**config.mk**
```make
export PLATFORM = sky130hd
export DESIGN_NAME = gnms_front
export DESIGN_NICKNAME = d
export VERILOG_FILES = /design/src/hdl/gnms_pkg.sv /design/src/hdl/gnms_front.sv
export SDC_FILE = /design/constraint.sdc
export NUM_CORES = 1
export LEC_CHECK = 0
export ABC_AREA = 1
export BUFFER_PORTS_ARGS = -buffer_cell sky130_fd_sc_hd__buf_2
export CORE_MARGIN = 10
export CORE_UTILIZATION = 48
export DETAILED_ROUTE_END_ITERATION = 7
export PLACE_DENSITY = 0.67
export SETUP_SLACK_MARGIN = 0.15
export SLEW_MARGIN = 20
export SYNTH_ARGS = -nofsm -noshare
export SYNTH_HDL_FRONTEND = slang
export SYNTH_SLANG_ARGS = --single-unit
```
**constraint.sdc**
```tcl
create_clock -name vclk -period 12.3
set_input_delay 2.46 -clock vclk [all_inputs]
set_output_delay 2.46 -clock vclk [all_outputs]
set_load 0.02 [all_outputs]
```
**src/hdl/gnms_pkg.sv**
```systemverilog
// Shared types and constants for the gradient non-maximum suppression block.
package gnms_pkg;

    localparam int MAG_W      = 15;
    localparam int GRAD_W     = 11;
    localparam int DIR_W      = 2;
    localparam int FW_W       = 11;
    localparam int FH_W       = 16;
    localparam int CFG_DATA_W = 16;

    // Stream packing
    localparam int IN_GX_LSB   = MAG_W;
    localparam int IN_GY_LSB   = MAG_W + GRAD_W;
    localparam int IN_TDATA_W  = 40;
    localparam int OUT_TDATA_W = 24;

    localparam logic [FW_W-1:0] FRAME_WIDTH_RESET  = 11'd640;
    localparam logic [FH_W-1:0] FRAME_HEIGHT_RESET = 16'd480;

    // Front-to-back queue depth, power of two
    localparam int QUEUE_DEPTH = 4;

    typedef enum logic [0:0] {
        CFG_FRAME_WIDTH  = 1'b0,
        CFG_FRAME_HEIGHT = 1'b1
    } t_cfg_index;

    typedef enum logic [DIR_W-1:0] {
        DIR_HORIZONTAL    = 2'd0,
        DIR_DIAGONAL      = 2'd1,
        DIR_VERTICAL      = 2'd2,
        DIR_ANTI_DIAGONAL = 2'd3
    } t_dir;

    typedef struct packed {
        logic             drain;
        t_dir             dir;
        logic [MAG_W-1:0] mag;
    } t_item;

    typedef struct packed {
        logic [FW_W-1:0] frame_width;
        logic [FH_W-1:0] frame_height;
    } t_cfg;

endpackage

```
**src/hdl/gnms_front.sv**
```systemverilog
// Front end: takes a pixel request and bins its gradient direction.
module gnms_front (
    input  logic                               i_in_valid,
    output logic                               o_in_ready,
    input  logic [gnms_pkg::MAG_W-1:0]         i_mag,
    input  logic signed [gnms_pkg::GRAD_W-1:0] i_grad_x,
    input  logic signed [gnms_pkg::GRAD_W-1:0] i_grad_y,
    input  logic                               i_drain,
    output logic                               o_push,
    output gnms_pkg::t_item                    o_item,
    input  logic                               i_queue_ready
);
    import gnms_pkg::*;

    logic [GRAD_W-1:0]   abs_x;
    logic [GRAD_W-1:0]   abs_y;
    logic [GRAD_W:0]     sum_xy;
    logic [GRAD_W-1:0]   diff_yx;
    logic [2*GRAD_W-1:0] sq_x;
    logic [2*GRAD_W:0]   twice_x2;
    logic [2*GRAD_W+1:0] sum_sq;
    logic [2*GRAD_W-1:0] diff_sq;
    t_dir                bin;

    assign abs_x    = i_grad_x[GRAD_W-1] ? $unsigned(-i_grad_x) : $unsigned(i_grad_x);
    assign abs_y    = i_grad_y[GRAD_W-1] ? $unsigned(-i_grad_y) : $unsigned(i_grad_y);
    assign sum_xy   = {1'b0, abs_x} + {1'b0, abs_y};
    assign diff_yx  = abs_y - abs_x;
    assign sq_x     = abs_x * abs_x;
    assign twice_x2 = {sq_x, 1'b0};
    assign sum_sq   = sum_xy * sum_xy;
    assign diff_sq  = diff_yx * diff_yx;

    // tan(22.5) = sqrt2-1 and tan(67.5) = sqrt2+1 compared through exact squares
    always_comb begin
        priority if (abs_x == '0 || abs_y == '0) begin
            bin = DIR_HORIZONTAL;
        end else if (sum_sq <= {1'b0, twice_x2}) begin
            bin = DIR_HORIZONTAL;
        end else if (abs_y > abs_x && {1'b0, diff_sq} > twice_x2) begin
            bin = DIR_VERTICAL;
        end else if (i_grad_x[GRAD_W-1] == i_grad_y[GRAD_W-1]) begin
            bin = DIR_DIAGONAL;
        end else begin
            bin = DIR_ANTI_DIAGONAL;
        end
    end

    assign o_item.drain = i_drain;
    assign o_item.dir   = i_drain ? DIR_HORIZONTAL : bin;
    assign o_item.mag   = i_drain ? '0 : i_mag;
    assign o_push       = i_in_valid && i_queue_ready;
    assign o_in_ready   = i_queue_ready;

endmodule

```
After elaboration in Yosys (flattened, before gate mapping)

Cells that the tools add are included.

Register bits: 0
Input port bits: 40
Output and inout bits: 20
Logic and storage cells: 24

Add/sub/neg operators: 4
Multiply operators: 3
Magnitude comparators: 3
Equal/unequal tests: 1
Muxes and demuxes: 8
Reductions and logical operators: 5

Operators by type and width:

| kind                                             | count |
|---|---|
| 11-bit by 11-bit multiplier with 22-bit output   | 2 |
| 24-bit by 23-bit <= comparator with 1-bit output | 1 |
| 12-bit by 12-bit multiplier with 24-bit output   | 1 |
| 22-bit by 23-bit > comparator with 1-bit output  | 1 |
| 11-bit zero test                                 | 2 |
| 11-bit two-way mux                               | 2 |
| 11-bit negator                                   | 2 |
| 15-bit two-way mux                               | 1 |
| 11-bit by 11-bit adder with 12-bit output        | 1 |
| 11-bit > comparator                              | 1 |
| 11-bit subtractor                                | 1 |
| 2-bit two-way mux                                | 5 |
| 1-bit logical AND                                | 2 |
| 1-bit == test                                    | 1 |
| 1-bit logical OR                                 | 1 |

Depth between registers and ports, before layout

Word-level depth: 10
Gate-level depth with buffers: 54
Mapped depth without buffers: 52

Worst setup path before layout

Ideal clock, no wire load.

Path kind: input port to output port
From: in i_grad_x[0] (netlist bit)
To: out o_item[15] (netlist bit)
Arrival: 10,471 ps
Data required time: 9,840 ps
Path slack: -631 ps
Cell stages on the path: 49
Buffers on the path: 1
Path through: inv_1 > clkbuf_1 > ha_1 > nand2_1 > nor2_2 > o21ai_0 > nand2_1 > clkinv_1 > ha_1 > a21oi_1 > nor3_1 > a211oi_1 > nand2_2 > nand2_1 > nand2_1 > nand2_1 > nand2_4 > inv_6 > [13 not listed] > o21bai_1 > a21o_1 > nand2_1 > nand2_1 > xor2_1 > ha_1 > a21oi_1 > o21ai_0 > nor2_1 > nand2_1 > nand2_1 > nand2_1 > nand2_1 > nand2_1 > nand3_1 > nor2_1 > and2_1 > nor2_1

RTL lines:

| element     | RTL line         | RTL |
|---|---|---|
| from (decl) | gnms_front.sv:6  | `input logic signed [gnms_pkg::GRAD_W-1:0] i_grad_x,` |
| to (decl)   | gnms_front.sv:10 | `output gnms_pkg::t_item o_item,` |

==> results.tsv <==
metric	value	unit
status	finished with violations	
failing checks	negative setup slack	
Ant. Diodes	0	
MaxCap Viol Count	0	
Post-Syn Area	0.01323	mm²
area leader, netlist	fa_1	
HPWL after DPL	32150	µm
DR vias	12740	
Worst Min Path Start	i_queue_ready	
footprint of the multi-input gates	0.01219	mm²
CP endpoint kind	output port	
Critical Path AT	10.22	ns
crit path max-delay cell type	fa_2	
grt total ovfl	0	
Filler Cells Inserted	2275	
largest cells by area after synthesis	fa_1 (31%), ha_1 (21%), inv_1 (13%), nand2_1 (8.1%), nor2_1 (5.7%)	
most numerous cell in the Yosys netlist	inv_1	
CP top delay family	adder cells	
layout cell share with drive strength beyond 1	0.2791	
CP Launch Type	input port	
Starting Density	0.4894	
Global Route Usage Sum	0.2228	
initial antenna violation count	0	
YS warnings	0	
I/O pins	60	
CP startpoint	i_grad_x[0]	
Total Wirelength	36970	µm
cell mode on critical path	nand2_1	
routed len/inst	14.51	µm
CP max stage delay	0.55	ns
cell count after synthesis	1817	
first drt pass iteration count	5	
Final period util	1.031	
DRC violation count after routing	0	
sequential area share after synthesis	0	
Slew Viols, Final	0	
Sequential Area	0	µm²
CLK BUF	0	
Hold Fails Final Rpt	0	
Final Critical Period	12.68	ns
final worst slack	-0.3806	ns
dpl ws	-0.7550	ns
post-synth top area share	0.3148	
die height	186.0	µm
Hold WC Path Type	input port to output port	
Highest Clock Rate	78.86	MHz
antenna violation net count after detailed routing	0	
# rows	60	
Mapped Avg Cell Area	7.279	µm²
top post-synthesis cells by count	inv_1 (467), nand2_1 (287), ha_1 (218)	
crit path kind	input port to output port	
final setup vio count	2	
first-pass GRT wire length	63430	µm
Final Wtd Congestion	0.9873	
Seq cells	0	
number of port buffers	60	
Layout Nets	2675	
RSZ-0062 raised after global routing	yes	
vias in the first global route	13690	
worst-path fanout max	5	
data required time of the critical path	9.84	ns
count of cell types in the netlist	47	
routed vias/inst	4.998	
core area	0.02703	mm²
synthesis-to-finish area growth	32.22	%
largest net degree at the start of global routing	18	
die area	0.03459	mm²
die extent in x	186.0	µm
Bufs and invs on worst path	10	
1st-iter DRT viols	687	
[path summary, 6_finish.rpt]
| kind | end | slack, ns | cells after the start |
|---|---|---|---|
| hold / removal | o_in_ready | 5.16 | 2 |
| setup / recovery | o_item[16] | -0.38 | 50 |
[final cells by class]
| cell class | instances | area share |
|---|---|---|
| multi-input combinational | 1315 | 0.6969 |
| timing repair buffer | 404 | 0.1716 |
| tap | 341 | 0.02440 |
| inverter | 488 | 0.1071 |
[layout by cell type, fill, tap and decap left out, types with 4 or more instances in the layout]
cell type	synthesis	routed
a211oi_1	5	4
a21o_1	13	13
a21oi_1	84	69
a21oi_2	1	12
a21oi_4	1	5
a31oi_1	9	7
buf_12	0	5
buf_2	8	57
buf_4	3	330
buf_6	0	11
conb_1	2	9
fa_1	208	202
fa_2	0	6
ha_1	218	196
ha_4	0	22
inv_1	467	442
inv_2	15	31
inv_4	2	10
nand2_1	287	254
nand2_2	4	30
nand2_4	3	10
nand3_1	60	52
nand3_2	2	10
nand4_1	15	15
nor2_1	202	175
nor2_2	6	17
nor2_4	6	22
nor3_1	23	18
nor3_2	0	4
o21ai_0	41	28
o21ai_1	3	8
o21ai_2	1	7
o21bai_1	8	6
o31ai_1	5	5
xnor2_1	27	27
xor2_1	53	47
xor2_2	0	4
xor2_4	2	4
[per-stage QoR]
stage	hold slack, ns	TNS (ns)	area [µm²]	util	instances
2_1_floorplan	5.033	0	13470	-	1824
3_3_place_gp	5.157	-1.251	16380	0.6060	2508
3_5_place_dp	5.163	-1.489	16380	0.6060	2508
4_1_cts	5.164	-0.3588	17300	0.6400	2546
5_1_grt	5.171	-1.694	17490	0.6471	2548
6_report	5.158	-0.7536	17490	0.6471	2548
[timing repair]
item	in CTS	in global routing
buffers inserted	38	2
endpoints found under the setup margin	2	2
resized for setup	146	52
hold buffers	0	0
pin swaps	101	27
[cell families after synthesis]
| family | count (synthesis) | synth area share |
|---|---|---|
| AOI/OAI and AO/OA | 178 | 0.07719 |
| xor gates and xnor gates | 82 | 0.05714 |
| adders and majority gates | 426 | 0.5210 |
| buffers and inverters | 509 | 0.1468 |
| other | 2 | 0.0005678 |
| and+or+nand+nor | 620 | 0.1972 |
[routing by layer]
| layer | track usage | vias to the layer above | part of all wire |
|---|---|---|---|
| met5 | 0 | - | 0 |
| met4 | 0.04740 | 0 | 0.025 |
| met3 | 0.01677 | 59 | 0.042 |
| met2 | 0.4088 | 285 | 0.50 |
| met1 | 0.2780 | 6096 | 0.43 |
| li1 | - | 6296 | - |
Power is left out: the tool's default activity adds up to more than one toggle a clock period on the data nets, which glitch-free logic cannot reach.
