### src/hdl/gnms_pkg.sv
// Shared types and constants for the gradient non-maximum suppression block.
package gnms_pkg;

    localparam int MAG_W      = 15;
    localparam int GRAD_W     = 11;
    localparam int DIR_W      = 2;
    localparam int FW_W       = 11;
    localparam int FH_W       = 16;
    localparam int CFG_DATA_W = 16;

    // Stream packing
    localparam int IN_GX_LSB   = MAG_W;
    localparam int IN_GY_LSB   = MAG_W + GRAD_W;
    localparam int IN_TDATA_W  = 40;
    localparam int OUT_TDATA_W = 24;

    localparam logic [FW_W-1:0] FRAME_WIDTH_RESET  = 11'd640;
    localparam logic [FH_W-1:0] FRAME_HEIGHT_RESET = 16'd480;

    // Front-to-back queue depth, power of two
    localparam int QUEUE_DEPTH = 4;

    typedef enum logic [0:0] {
        CFG_FRAME_WIDTH  = 1'b0,
        CFG_FRAME_HEIGHT = 1'b1
    } t_cfg_index;

    typedef enum logic [DIR_W-1:0] {
        DIR_HORIZONTAL    = 2'd0,
        DIR_DIAGONAL      = 2'd1,
        DIR_VERTICAL      = 2'd2,
        DIR_ANTI_DIAGONAL = 2'd3
    } t_dir;

    typedef struct packed {
        logic             drain;
        t_dir             dir;
        logic [MAG_W-1:0] mag;
    } t_item;

    typedef struct packed {
        logic [FW_W-1:0] frame_width;
        logic [FH_W-1:0] frame_height;
    } t_cfg;

endpackage

### src/hdl/gnms_queue.sv
// Short FIFO between the classifying front end and the suppression back end.
module gnms_queue (
    input  logic            i_clk,
    input  logic            i_rst_n,
    input  logic            i_push,
    input  gnms_pkg::t_item i_item,
    output logic            o_ready,
    output logic            o_valid,
    output gnms_pkg::t_item o_item,
    input  logic            i_pop
);
    import gnms_pkg::*;

    localparam int PW    = $clog2(QUEUE_DEPTH);
    localparam int CNT_W = $clog2(QUEUE_DEPTH + 1);

    t_item            r_slot [QUEUE_DEPTH];
    logic [PW-1:0]    r_wr_ptr;
    logic [PW-1:0]    r_rd_ptr;
    logic [CNT_W-1:0] r_count;

    assign o_ready = r_count != CNT_W'(QUEUE_DEPTH);
    assign o_valid = r_count != '0;
    assign o_item  = r_slot[r_rd_ptr];

    always_ff @(posedge i_clk) begin
        if (!i_rst_n) begin
            r_wr_ptr <= '0;
            r_rd_ptr <= '0;
            r_count  <= '0;
        end else begin
            if (i_push) r_wr_ptr <= r_wr_ptr + 1'b1;
            if (i_pop)  r_rd_ptr <= r_rd_ptr + 1'b1;
            r_count <= r_count + CNT_W'(i_push) - CNT_W'(i_pop);
        end
    end

    always_ff @(posedge i_clk) begin
        if (i_push) r_slot[r_wr_ptr] <= i_item;
    end

endmodule

### config.mk
export PLATFORM = sky130hd
export DESIGN_NAME = gnms_queue
export DESIGN_NICKNAME = d
export VERILOG_FILES = /design/src/hdl/gnms_pkg.sv /design/src/hdl/gnms_queue.sv
export SDC_FILE = /design/constraint.sdc
export NUM_CORES = 1
export LEC_CHECK = 0
export BUFFER_PORTS_ARGS = -buffer_cell sky130_fd_sc_hd__buf_4
export CAP_MARGIN = 30
export CORE_MARGIN = 1
export CORE_UTILIZATION = 55
export CTS_CLUSTER_SIZE = 8
export DETAILED_ROUTE_END_ITERATION = 6
export PLACE_DENSITY = 0.77
export SLEW_MARGIN = 15
export SYNTH_ARGS = -nofsm -noshare
export SYNTH_HDL_FRONTEND = slang
export SYNTH_SLANG_ARGS = --single-unit
export TNS_END_PERCENT = 10
### constraint.sdc
create_clock -name i_clk -period 2.57 [get_ports i_clk]
set_input_delay 0.257 -clock i_clk [delete_from_list [all_inputs] [get_ports i_clk]]
set_output_delay 0.257 -clock i_clk [all_outputs]
set_load 0.005 [all_outputs]
; Word level (Yosys, flattened, before mapping)
; Memory sizes are Yosys's and may differ from the RTL's. A register that Yosys moved wholly into a read port is not among the register bits.
; Cells that the tools add are included.
[totals]
register_bits = 7
ramBits = 72
input_bits = 22
out_inout_bits = 20
word_cells = 14
n_memories = 1
[memory_table]
columns = memory, words, word_bits, rd, rd_clocked_by_memory_dff, wr, line_no
row1 = r_slot, 4, 18, 1, 1, 1, gnms_queue.sv:17  ; t_item r_slot [QUEUE_DEPTH];
[classes]
add_sub_neg = 4
eq_ne = 1
muxes = 4
n_reduce_logical = 1
[op_table]
columns = cell, n
row1 = $add A2 B1 Y2 const B, 2
row2 = $mux W2, 2
row3 = $add A3 B1 Y3, 1
row4 = $ne A3 B3 Y1 const B, 1
row5 = $reduce_bool A3 Y1, 1
row6 = $sub A3 B1 Y3, 1
row7 = $mux W1, 2

; Depth between registers and ports, before layout
; Gate-level depths: netlist of the first run.
[logic_depth]
ltp_word = 3
mapped_depth = 8
mapped_depth_nobuf = 8

; Worst setup path after synthesis of the first run
; No wires, ideal clock.
[synth_timing]
path_type = flip-flop to flip-flop
from = reg r_count[0]
to = reg r_count[2]
setup_ns = 0.119
t_arrival_ns = 1.405
t_required_ns = 2.451
setup_slack_ns = 1.046
path_stages_with_launch = 9
n_path_buf = 0
period_less_slack_ns = 1.524
path_cell_list = dfxtp_1 > inv_1 > ha_1 > inv_1 > ha_1 > inv_1 > fa_1 > xnor3_1 > nor2_1
[synth_between]
elab_chain_cells = 2
[synth_lines]
columns = element, line_no
row1 = from (decl), gnms_queue.sv:20  ; logic [CNT_W-1:0] r_count;
row2 = from (signal assigned), gnms_queue.sv:34  ; r_count <= r_count + CNT_W'(i_push) - CNT_W'(i_pop);
row3 = $add A3 B1 Y3, gnms_queue.sv:34
row4 = $sub A3 B1 Y3, gnms_queue.sv:34
; No other way between the ends.
; A chain may end at the register's enable or synchronous reset.

==> results of run 1 <==
-- through the flow --
step | hold WS, ns | setup WS (ns) | utilization (%) | instances | area, µm²
floorplan | 0.356 | 1.05 | - | 137 | 3080
global placement | 0.456 | 0.836 | 66.5 | 249 | 3480
detailed placement | 0.461 | 0.764 | 66.5 | 249 | 3480
CTS | 0.0950 | 0.400 | 69.9 | 265 | 3660
global route | 0.0892 | 0.324 | 69.9 | 265 | 3660
finish | 0.108 | 0.429 | 69.9 | 265 | 3660
-- flip-flops by register name, summed over array words and instances (netlist names), named ones only --
register	flops
r_slot	72
r_count	3
r_wr_ptr	2
r_rd_ptr	2
-- power by group --
group,switching (mW),internal (mW)
Sequential,0.0454,1.51
Combinational,0.134,0.210
Clock,0.408,0.424
-- routing by layer --
metal | share of wire (%) | up-vias | GRT usage, % | wire length [µm]
li1 | - | 656 | - | -
met1 | 41 | 718 | 22.1 | 1940
met2 | 53 | 40 | 30.5 | 2540
met3 | 4.8 | 6 | 5.95 | 230
met4 | 1.3 | 0 | 8.85 | 64
met5 | 0 | - | 0 | 0
-- layout by cell type (no fill, tap or decap) --
cell type / n
buf_12: 1
mux4_1: 8
clkbuf_8: 12
nand3b_1: 1
a21bo_2: 1
inv_1: 6
nand2_1: 1
dfxtp_1: 9
or3_1: 1
edfxtp_1: 72
and2_1: 5
a21oi_1: 1
xnor3_1: 1
xnor2_1: 2
fa_1: 1
clkbuf_1: 1
buf_4: 45
clkinv_2: 2
mux4_2: 10
ha_1: 6
mux2i_1: 1
nor2_1: 7
clkinv_1: 1
-- logic make-up (layout without fill, tap and decap cells) --
group,Yosys count,after routing,synth area share [%]
flip-flops,81,81,76.1
XOR/XNOR,3,3,1.30
buffers and inverters,10,68,2.07
multiplexers,19,19,14.5
AO/OA/AOI/OAI,2,2,0.488
adder cells (fa/ha/maj),7,7,3.09
AND/OR/NAND/NOR,15,15,2.44
-- worst paths after layout --
path               startpoint      endpoint  slack, ns
setup / recovery    flip-flop     o_item[0]       0.43
hold / removal      i_item[0]  r_slot[1][0]       0.11
setup reg to reg  r_wr_ptr[0]  r_slot[3][7]       0.90
hold reg to reg   r_wr_ptr[1]   r_wr_ptr[1]       0.57
-- final cells by class --
| class | count | area [µm²] |
|---|---|---|
| Tap cell | 70 | 87.6 |
| Clock inverter | 3 | 13.8 |
| Inverter | 6 | 22.5 |
| Multi-Input combinational cell | 46 | 671 |
| Clock buffer | 13 | 169 |
| Sequential cell | 81 | 2340 |
| Timing Repair Buffer | 46 | 358 |
| Fill cell | 323 | 1570 |
==> flow_metrics.env, run 1 <==
export IMPL_outcome="completed"
export IMPL_cp_start_kind="flip-flop"
export IMPL_worst_setup_path_type="flip-flop to output pin"
export IMPL_initial_core_util_pct=58.7
export IMPL_ys_flop_type="edfxtp_1"
export IMPL_asyncSetResetFlopFracSynth_pct=0
export IMPL_hold_violations=0
export IMPL_die_area_mm2=0.00590
export IMPL_timing_critical_path_max_delay_family="flip-flops"
export IMPL_wirelength_um=4770
export IMPL_count_of_flip_flops_with_a_built_in_enable_after_synthesis=72
export IMPL_yosys_area_top_type_share_pct=70.3
export IMPL_totalNegativeSetupSlack_ns=0
export IMPL_critical_path_depth=3
export IMPL_number_of_cells_produced_by_synthesis=137
export IMPL_synth_fp_nets=166
export IMPL_grt_start_max_net_pins=19
export IMPL_crit_required_ns=2.31
export IMPL_place_gp_congestion=0.669
export IMPL_drt_wirelength_per_cell_um=18.0
export IMPL_min_delay_path_depth=1
export IMPL_clock_tree_from_tritoncts="yes"
export IMPL_critPathMaxFanout=12
export IMPL_number_of_i_o_pins=42
export IMPL_max_cap_violations=0
export IMPL_design_core_area_mm2=0.00524
export IMPL_power_density_mw_per_mm2=746
export IMPL_die_w_um=76.8
export IMPL_cts_made_buffers=9
export IMPL_tritoncts_num_sinks=81
export IMPL_worst_setup_end_kind="output pin"
export IMPL_clkTransAtPathRegs_ns=0.08
export IMPL_fmaxAchievable_ghz=0.467
export IMPL_synth_lib_cells_used_distinct=20
export IMPL_clock_skew_ns=0.00915
export IMPL_gr_total_overflow=0
export IMPL_route_antenna_remaining_nets=0
export IMPL_worst_max_slew_pin_slew_ns=0.798
export IMPL_synth_seq_area_share_pct=76.1
export IMPL_number_of_antenna_diodes=0
export IMPL_clk_path_buf_depth=2
export IMPL_number_of_storage_elements_in_the_synthesis_netlist=81
export IMPL_period_share_pct=83.3
export IMPL_reg2reg_depth=3
export IMPL_path_cells="buf_12 > mux4_1 > buf_4"
export IMPL_antenna_found_initial=0
export IMPL_nNetsFinal=219
export IMPL_cts_root_buf="clkbuf_8"
export IMPL_postCtsHoldBufs=0
export IMPL_yosys_top_cells_count="edfxtp_1, mux4_2, dfxtp_1"
export IMPL_post_synth_instance_area_mm2=0.00308
export IMPL_total_number_of_vias=1420
export IMPL_cts_htree_levels=3
export IMPL_io_buffers=41
export IMPL_cell_with_the_most_instances_after_synthesis="edfxtp_1"
export IMPL_netlist_top_cell_by_area="edfxtp_1"
export IMPL_period_minus_slack_ns=2.14
export IMPL_clock_insertion_delay_worst_skew_ns=0.34
export IMPL_post_drt_via_cell_ratio=5.36
export IMPL_resized_after_cts=0
export IMPL_power_ir_vdd_worst_mv=0.629
export IMPL_rows=26
export IMPL_synthToLayoutAreaGrowth_pct=19.1
export IMPL_grt_first_pass_wirelength_um=7690
export IMPL_slew_limit_headroom_pct=46.7
export IMPL_cts_repair_timing_setup_buffer_count=0
export IMPL_report_power_total_mw=2.73
export IMPL_setup_viol=0
export IMPL_chipHeight_um=76.8
export IMPL_maxSlewViolCount=0
export IMPL_drt_drc_violations_left=0
export IMPL_slowest_stage="dfxtp_1"
export IMPL_gr_usage_all_layers_pct=18.5
export IMPL_worstPathArrival_ns=1.88
export IMPL_holdCritPathClass="input pin to flip-flop"
export IMPL_p_leak_nw=1.32
export IMPL_critical_path_n_buffers_inverters=2
export IMPL_detailedPlacementHpwl_um=3100
export IMPL_grt_pass1_vias=1537
export IMPL_synth_yosys_warnings=0
export IMPL_syn_area_per_cell_um2=22.5
export IMPL_share_of_layout_cells_above_drive_strength_1_pct=36.4
export IMPL_rsz0062_at_grt="false"
export IMPL_slowest_delay_ns=0.59
export IMPL_drt_iter0_markers=101
export IMPL_drtPass1Iterations=4
export IMPL_synth_area_leaders="edfxtp_1, mux4_2, mux4_1"
No activity file was read; power rests on OpenSTA's default activity.
==> run 2: changes to the inputs <==
==> constraint.sdc (replaced) <==
create_clock -name i_clk -period 2 [get_ports i_clk]
set_input_delay 0.2 -clock i_clk [delete_from_list [all_inputs] [get_ports i_clk]]
set_output_delay 0.2 -clock i_clk [all_outputs]
set_load 0.005 [all_outputs]
==> run 2 against run 1 <==
Compared with the run above:
- sequential share of layout area is 0.51 points higher
- via count decreased by 0.14%
- non-clock buffer count down 1
- largest power group unchanged
- combinational power up 30%
==> flow_metrics.env, run 2 (synthesis results as in run 1) <==
export IMPL_outcome="completed"
export IMPL_rows=26
export IMPL_clk_path_buf_depth=2
export IMPL_worst_setup_end_kind="output pin"
export IMPL_worst_max_slew_pin_slew_ns=0.924
export IMPL_grt_pass1_vias=1521
export IMPL_p_leak_nw=1.30
export IMPL_synthToLayoutAreaGrowth_pct=18.1
export IMPL_die_w_um=76.8
export IMPL_design_core_area_mm2=0.00524
export IMPL_period_minus_slack_ns=1.81
export IMPL_die_area_mm2=0.00590
export IMPL_drtPass1Iterations=4
export IMPL_period_share_pct=90.5
export IMPL_critPathMaxFanout=18
export IMPL_clock_insertion_delay_worst_skew_ns=0.33
export IMPL_max_cap_violations=0
export IMPL_rsz0062_at_grt="false"
export IMPL_route_antenna_remaining_nets=0
export IMPL_maxSlewViolCount=0
export IMPL_min_delay_start="i_item[17]"
export IMPL_gr_total_overflow=0
export IMPL_initial_core_util_pct=58.7
export IMPL_detailedPlacementHpwl_um=3100
export IMPL_clock_skew_ns=0.00766
export IMPL_share_of_layout_cells_above_drive_strength_1_pct=34.5
export IMPL_min_delay_path_depth=1
export IMPL_worst_hold_path_endpoint="r_slot[1][17]"
export IMPL_post_drt_via_cell_ratio=5.37
export IMPL_crit_required_ns=1.80
export IMPL_drt_wirelength_per_cell_um=17.7
export IMPL_io_buffers=41
export IMPL_top_flop_regs="r_slot: 72 flops, r_count: 3 flops"
export IMPL_report_power_total_mw=3.42
export IMPL_antenna_found_initial=0
export IMPL_setup_viol=0
export IMPL_clock_tree_from_tritoncts="yes"
export IMPL_worst_setup_path_type="flip-flop to output pin"
export IMPL_slew_limit_headroom_pct=38.4
export IMPL_tritoncts_num_sinks=81
export IMPL_placement_setup_worst_slack_ns=0.282
export IMPL_r2r_start="r_wr_ptr[0]"
export IMPL_drt_drc_violations_left=0
export IMPL_nNetsFinal=218
export IMPL_dpl_instance_area_mm2=0.00347
export IMPL_postCtsHoldBufs=0
export IMPL_cp_start_kind="flip-flop"
export IMPL_power_ir_vdd_worst_mv=0.608
export IMPL_hold_violations=0
export IMPL_regMostFlops="r_slot"
export IMPL_final_cell_mix="edfxtp_1, buf_4, mux4_2, clkbuf_8, dfxtp_1"
export IMPL_post_layout_inst_area_mm2=0.00363
export IMPL_gr_usage_all_layers_pct=17.9
export IMPL_cts_made_buffers=9
export IMPL_cts_htree_levels=3
export IMPL_reg2reg_depth=3
export IMPL_n_fill_cell=321
export IMPL_place_gp_congestion=0.622
export IMPL_number_of_i_o_pins=42
export IMPL_resized_after_cts=0
export IMPL_worstPathArrival_ns=1.61
export IMPL_cts_root_buf="clkbuf_8"
export IMPL_seqCellArea_mm2=0.00234
export IMPL_cts_repair_timing_setup_buffer_count=0
export IMPL_chipHeight_um=76.8
export IMPL_multi_input_comb_area_um2=671
export IMPL_wirelength_um=4660
export IMPL_total_number_of_vias=1418
export IMPL_grt_first_pass_wirelength_um=7530
export IMPL_layout_cells_most_common="edfxtp_1"
export IMPL_largest_reg_flops=72
export IMPL_number_of_antenna_diodes=0
export IMPL_holdCritPathClass="input pin to flip-flop"
export IMPL_worstReg2RegEnd="r_slot[0][13]"
export IMPL_post_layout_worst_setup_margin_ns=0.191
export IMPL_totalNegativeSetupSlack_ns=0
export IMPL_grt_start_max_net_pins=19
export IMPL_power_density_mw_per_mm2=942
export IMPL_clkTransAtPathRegs_ns=0.08
export IMPL_fmaxAchievable_ghz=0.553
export IMPL_minimum_setup_slack_among_reg_to_reg_paths_ns=0.28
export IMPL_drt_iter0_markers=117
==> run 2: cell types whose count changed in the layout (fill, tap and decap cells not counted), sizes merged <==
cell,before,now
buf,46,45
clkbuf,13,15
clkinv,3,1
==> run 2: cell type report <==
type	instances	share of cell area [%]
Multi-Input combinational cell	46	18.5
Tap cell	70	2.41
Clock inverter	1	0.138
Timing Repair Buffer	45	9.64
Inverter	6	0.620
Sequential cell	81	64.4
Clock buffer	15	4.30
==> run 2: critical path, cell delays in order (launching register included) <==
cell     delay, ns
dfxtp_1       0.35
buf_12        0.19
mux4_1        0.58
buf_4         0.15
==> run 2: worst max-delay path by stage <==
stage | from | endpoint | slack (ns) | cells past startpoint
floorplan | r_count[0] | r_count[2] | 0.48 | 8
global placement | r_wr_ptr[0] | r_slot[0][1] | 0.36 | 3
detailed placement | r_wr_ptr[0] | r_slot[0][1] | 0.28 | 3
CTS | flip-flop | o_item[15] | 0.15 | 3
global route | flip-flop | o_item[0] | 0.10 | 3
finish | flip-flop | o_item[15] | 0.19 | 3
==> run 2: power breakdown <==
part           switching (mW)  internal [mW]
combinational           0.181          0.267
sequential             0.0412           1.95
clock                   0.503          0.486
total                   0.725           2.70
==> run 2: stage by stage <==
step           hold slack [ns]  cells  utilization (%)
3_3_place_gp             0.398    248             66.3
5_1_grt                 0.0391    264             69.4
2_1_floorplan            0.299    137                -
3_5_place_dp             0.402    248             66.3
6_report                0.0608    264             69.4
4_1_cts                 0.0506    264             69.4
==> run 2: per-layer routing <==
metal	wire length, µm	track usage (%)	part of all wire [%]
met4	48	6.35	1.0
met5	0	0	0
met3	229	6.19	4.9
met1	1880	21.2	40
met2	2510	30.4	54
==> run 3: changes to the inputs <==
--- a/config.mk
+++ b/config.mk
@@ -5,14 +5,15 @@
 export SDC_FILE = /design/constraint.sdc
 export NUM_CORES = 1
 export LEC_CHECK = 0
+export ABC_AREA = 1
 export BUFFER_PORTS_ARGS = -buffer_cell sky130_fd_sc_hd__buf_4
 export CAP_MARGIN = 30
 export CORE_MARGIN = 1
 export CORE_UTILIZATION = 55
 export CTS_CLUSTER_SIZE = 8
 export DETAILED_ROUTE_END_ITERATION = 6
-export PLACE_DENSITY = 0.77
-export SLEW_MARGIN = 15
+export PLACE_DENSITY = 0.76
+export SLEW_MARGIN = 0
 export SYNTH_ARGS = -nofsm -noshare
 export SYNTH_HDL_FRONTEND = slang
 export SYNTH_SLANG_ARGS = --single-unit
==> run 3 against run 2 <==
Compared with the run above:
- sequential cell count unchanged
- fmax up 8.0%
- worst hold slack lost 0.013 ns
- design area grew 6.4%
- final cell count is 48% higher
- die area rose by 7.1%
- routed wire length rose by 11%
- clock skew increased by 0.0021 ns
- critical path depth up 2
- clock power is 14% higher
- area after synthesis rose by 7.3%
==> flow_metrics.env, run 3 <==
export IMPL_clock_skew_ns=0.00974
export IMPL_number_of_storage_elements_in_the_synthesis_netlist=81
export IMPL_clock_tree_from_tritoncts="yes"
export IMPL_drt_drc_violations_left=0
export IMPL_postCtsHoldBufs=0
export IMPL_period_minus_slack_ns=1.68
export IMPL_number_of_antenna_diodes=0
export IMPL_power_ir_vdd_worst_mv=0.512
export IMPL_die_area_mm2=0.00631
export IMPL_crit_required_ns=1.80
export IMPL_number_of_i_o_pins=42
export IMPL_drt_iter0_markers=116
export IMPL_reg2reg_depth=8
export IMPL_nNetsFinal=343
export IMPL_detailedPlacementHpwl_um=3420
export IMPL_initial_core_util_pct=58.5
export IMPL_design_core_area_mm2=0.00564
export IMPL_p_leak_nw=1.58
export IMPL_tritoncts_num_sinks=81
export IMPL_synthToLayoutAreaGrowth_pct=17.2
export IMPL_critPathMaxFanout=40
export IMPL_ys_flop_type="edfxtp_1"
export IMPL_chipHeight_um=79.5
export IMPL_rows=27
export IMPL_clock_insertion_delay_worst_skew_ns=0.35
export IMPL_grt_first_pass_wirelength_um=8590
export IMPL_share_of_layout_cells_above_drive_strength_1_pct=20.4
export IMPL_maxSlewViolCount=0
export IMPL_total_number_of_vias=1937
export IMPL_totalNegativeSetupSlack_ns=0
export IMPL_worst_max_slew_pin_slew_ns=0.365
export IMPL_die_w_um=79.5
export IMPL_cts_root_buf="clkbuf_8"
export IMPL_grt_pass1_vias=1857
export IMPL_synth_lib_cells_used_distinct=16
export IMPL_grt_start_max_net_pins=41
export IMPL_whs_ns=0.0475
export IMPL_final_cell_mix="edfxtp_1, inv_1, buf_4"
export IMPL_cell_with_the_most_instances_after_synthesis="edfxtp_1"
export IMPL_power_switching_mw=0.814
export IMPL_min_delay_path_depth=1
export IMPL_hold_violations=0
export IMPL_wirelength_um=5200
export IMPL_yosys_area_top_type_share_pct=65.5
export IMPL_p_clk_share_pct=32.0
export IMPL_holdCritPathClass="input pin to flip-flop"
export IMPL_netlist_top_cell_by_area="edfxtp_1"
export IMPL_synth_yosys_warnings=0
export IMPL_cts_repair_timing_setup_buffer_count=0
export IMPL_gr_total_overflow=0
export IMPL_count_of_flip_flops_with_a_built_in_enable_after_synthesis=72
export IMPL_io_buffers=41
export IMPL_rsz0062_at_grt="false"
export IMPL_place_gp_congestion=0.772
export IMPL_resized_after_cts=0
export IMPL_synth_seq_area_share_pct=71.0
export IMPL_drt_wirelength_per_cell_um=13.3
export IMPL_worst_setup_path_type="flip-flop to output pin"
export IMPL_setup_viol=0
export IMPL_cp_start_kind="flip-flop"
export IMPL_p_int_mw=2.70
export IMPL_top_flop_regs="r_slot: 72 flops, r_count: 3 flops"
export IMPL_number_of_cells_produced_by_synthesis=265
export IMPL_period_share_pct=83.8
export IMPL_switching_part_of_the_total_pct=23.1
export IMPL_antenna_found_initial=0
export IMPL_largest_reg_flops=72
export IMPL_slew_limit_headroom_pct=75.7
export IMPL_synth_fp_nets=294
export IMPL_asyncSetResetFlopFracSynth_pct=0
export IMPL_post_drt_via_cell_ratio=4.95
export IMPL_cts_htree_levels=3
export IMPL_fmaxAchievable_ghz=0.597
export IMPL_post_synth_instance_area_mm2=0.00330
export IMPL_max_cap_violations=0
export IMPL_clk_path_buf_depth=2
export IMPL_worstPathArrival_ns=1.48
export IMPL_outcome="completed"
export IMPL_layout_cells_most_common="edfxtp_1"
export IMPL_cts_made_buffers=9
export IMPL_clkTransAtPathRegs_ns=0.08
export IMPL_synth_area_leaders="edfxtp_1, inv_1, dfxtp_1"
export IMPL_gr_usage_all_layers_pct=19.1
export IMPL_pwr_share_comb_pct=12.3
export IMPL_power_density_mw_per_mm2=909
export IMPL_worst_setup_end_kind="output pin"
export IMPL_syn_area_per_cell_um2=12.5
export IMPL_drtPass1Iterations=4
export IMPL_sequentialPowerShare_pct=55.7
export IMPL_regMostFlops="r_slot"
export IMPL_route_antenna_remaining_nets=0
export IMPL_final_util_pct=68.6
export IMPL_yosys_top_cells_count="edfxtp_1, inv_1, nand2_1"
run 3: changes by cell type in the layout (fill, tap and decap cells not counted), moves of 4 or more:
cell      before  now
o211ai_1       0   18
mux4_1         8    0
o21ai_1        0   15
o21ai_0        0    7
inv_1          6   51
and2_1         5    0
a21oi_1        1   23
nand2_1        1   45
mux4_2        10    0
buf_4         44   48
nor2_1         7    2
run 3: critical path, cell delays in order, from the launching register on:
cell	delay, ns
dfxtp_2	0.33
buf_4	0.33
nand2_1	0.11
o211ai_1	0.11
nand2_1	0.10
buf_4	0.14
run 3: worst paths after layout:
check | start | end | slack, ns
min | i_item[8] | r_slot[0][8] | 0.05
min reg2reg | r_rd_ptr[1] | flip-flop | 0.47
max reg2reg | r_count[0] | r_count[2] | 0.48
max | flip-flop | o_item[3] | 0.32
run 3: logic make-up after synthesis:
group	after synthesis	share of synthesized area [%]
adder cells (fa/ha/maj)	7	2.88
AND/OR/NAND/NOR	50	5.80
flip-flops	81	71.0
AO/OA/AOI/OAI	64	11.2
buffers and inverters	63	9.17
run 3: area by class of cell:
| type | count | area, µm² |
|---|---|---|
| clock inverter | 5 | 56.3 |
| timing repair buffer | 50 | 400 |
| sequential | 81 | 2340 |
| fill | 414 | 1770 |
| tap | 72 | 90.1 |
| multi-input combinational | 121 | 656 |
| inverter | 51 | 191 |
| clock buffer | 11 | 131 |
run 3: per-layer routing:
layer / share of wire (%) / vias up / routed length, µm / track usage (%)
met4: 2.1 / 0 / 107 / 8.73
li1: - / 1000 / - / -
met1: 44 / 888 / 2270 / 23.7
met2: 49 / 38 / 2570 / 30.1
met3: 4.9 / 11 / 254 / 6.51
met5: 0 / - / 0 / 0
run 3: through the flow:
step                setup WS [ns]  total power [mW]  cell area (µm²)  instances
floorplan                   0.553              2.24             3300        265
global placement            0.511              2.42             3680        375
detailed placement          0.491              2.44             3680        375
CTS                         0.294              3.55             3870        391
global route                0.176              3.68             3870        391
finish                      0.324              3.52             3870        391
run 3: power by group through the flow:
stage          Sequential (mW)  Combinational, mW  Clock [mW]
2_1_floorplan             1.99              0.246           0
4_1_cts                   1.96              0.439        1.15
5_1_grt                   1.97              0.491        1.22
3_5_place_dp              2.00              0.438           0
6_report                  1.96              0.432        1.13
3_3_place_gp              2.00              0.423           0
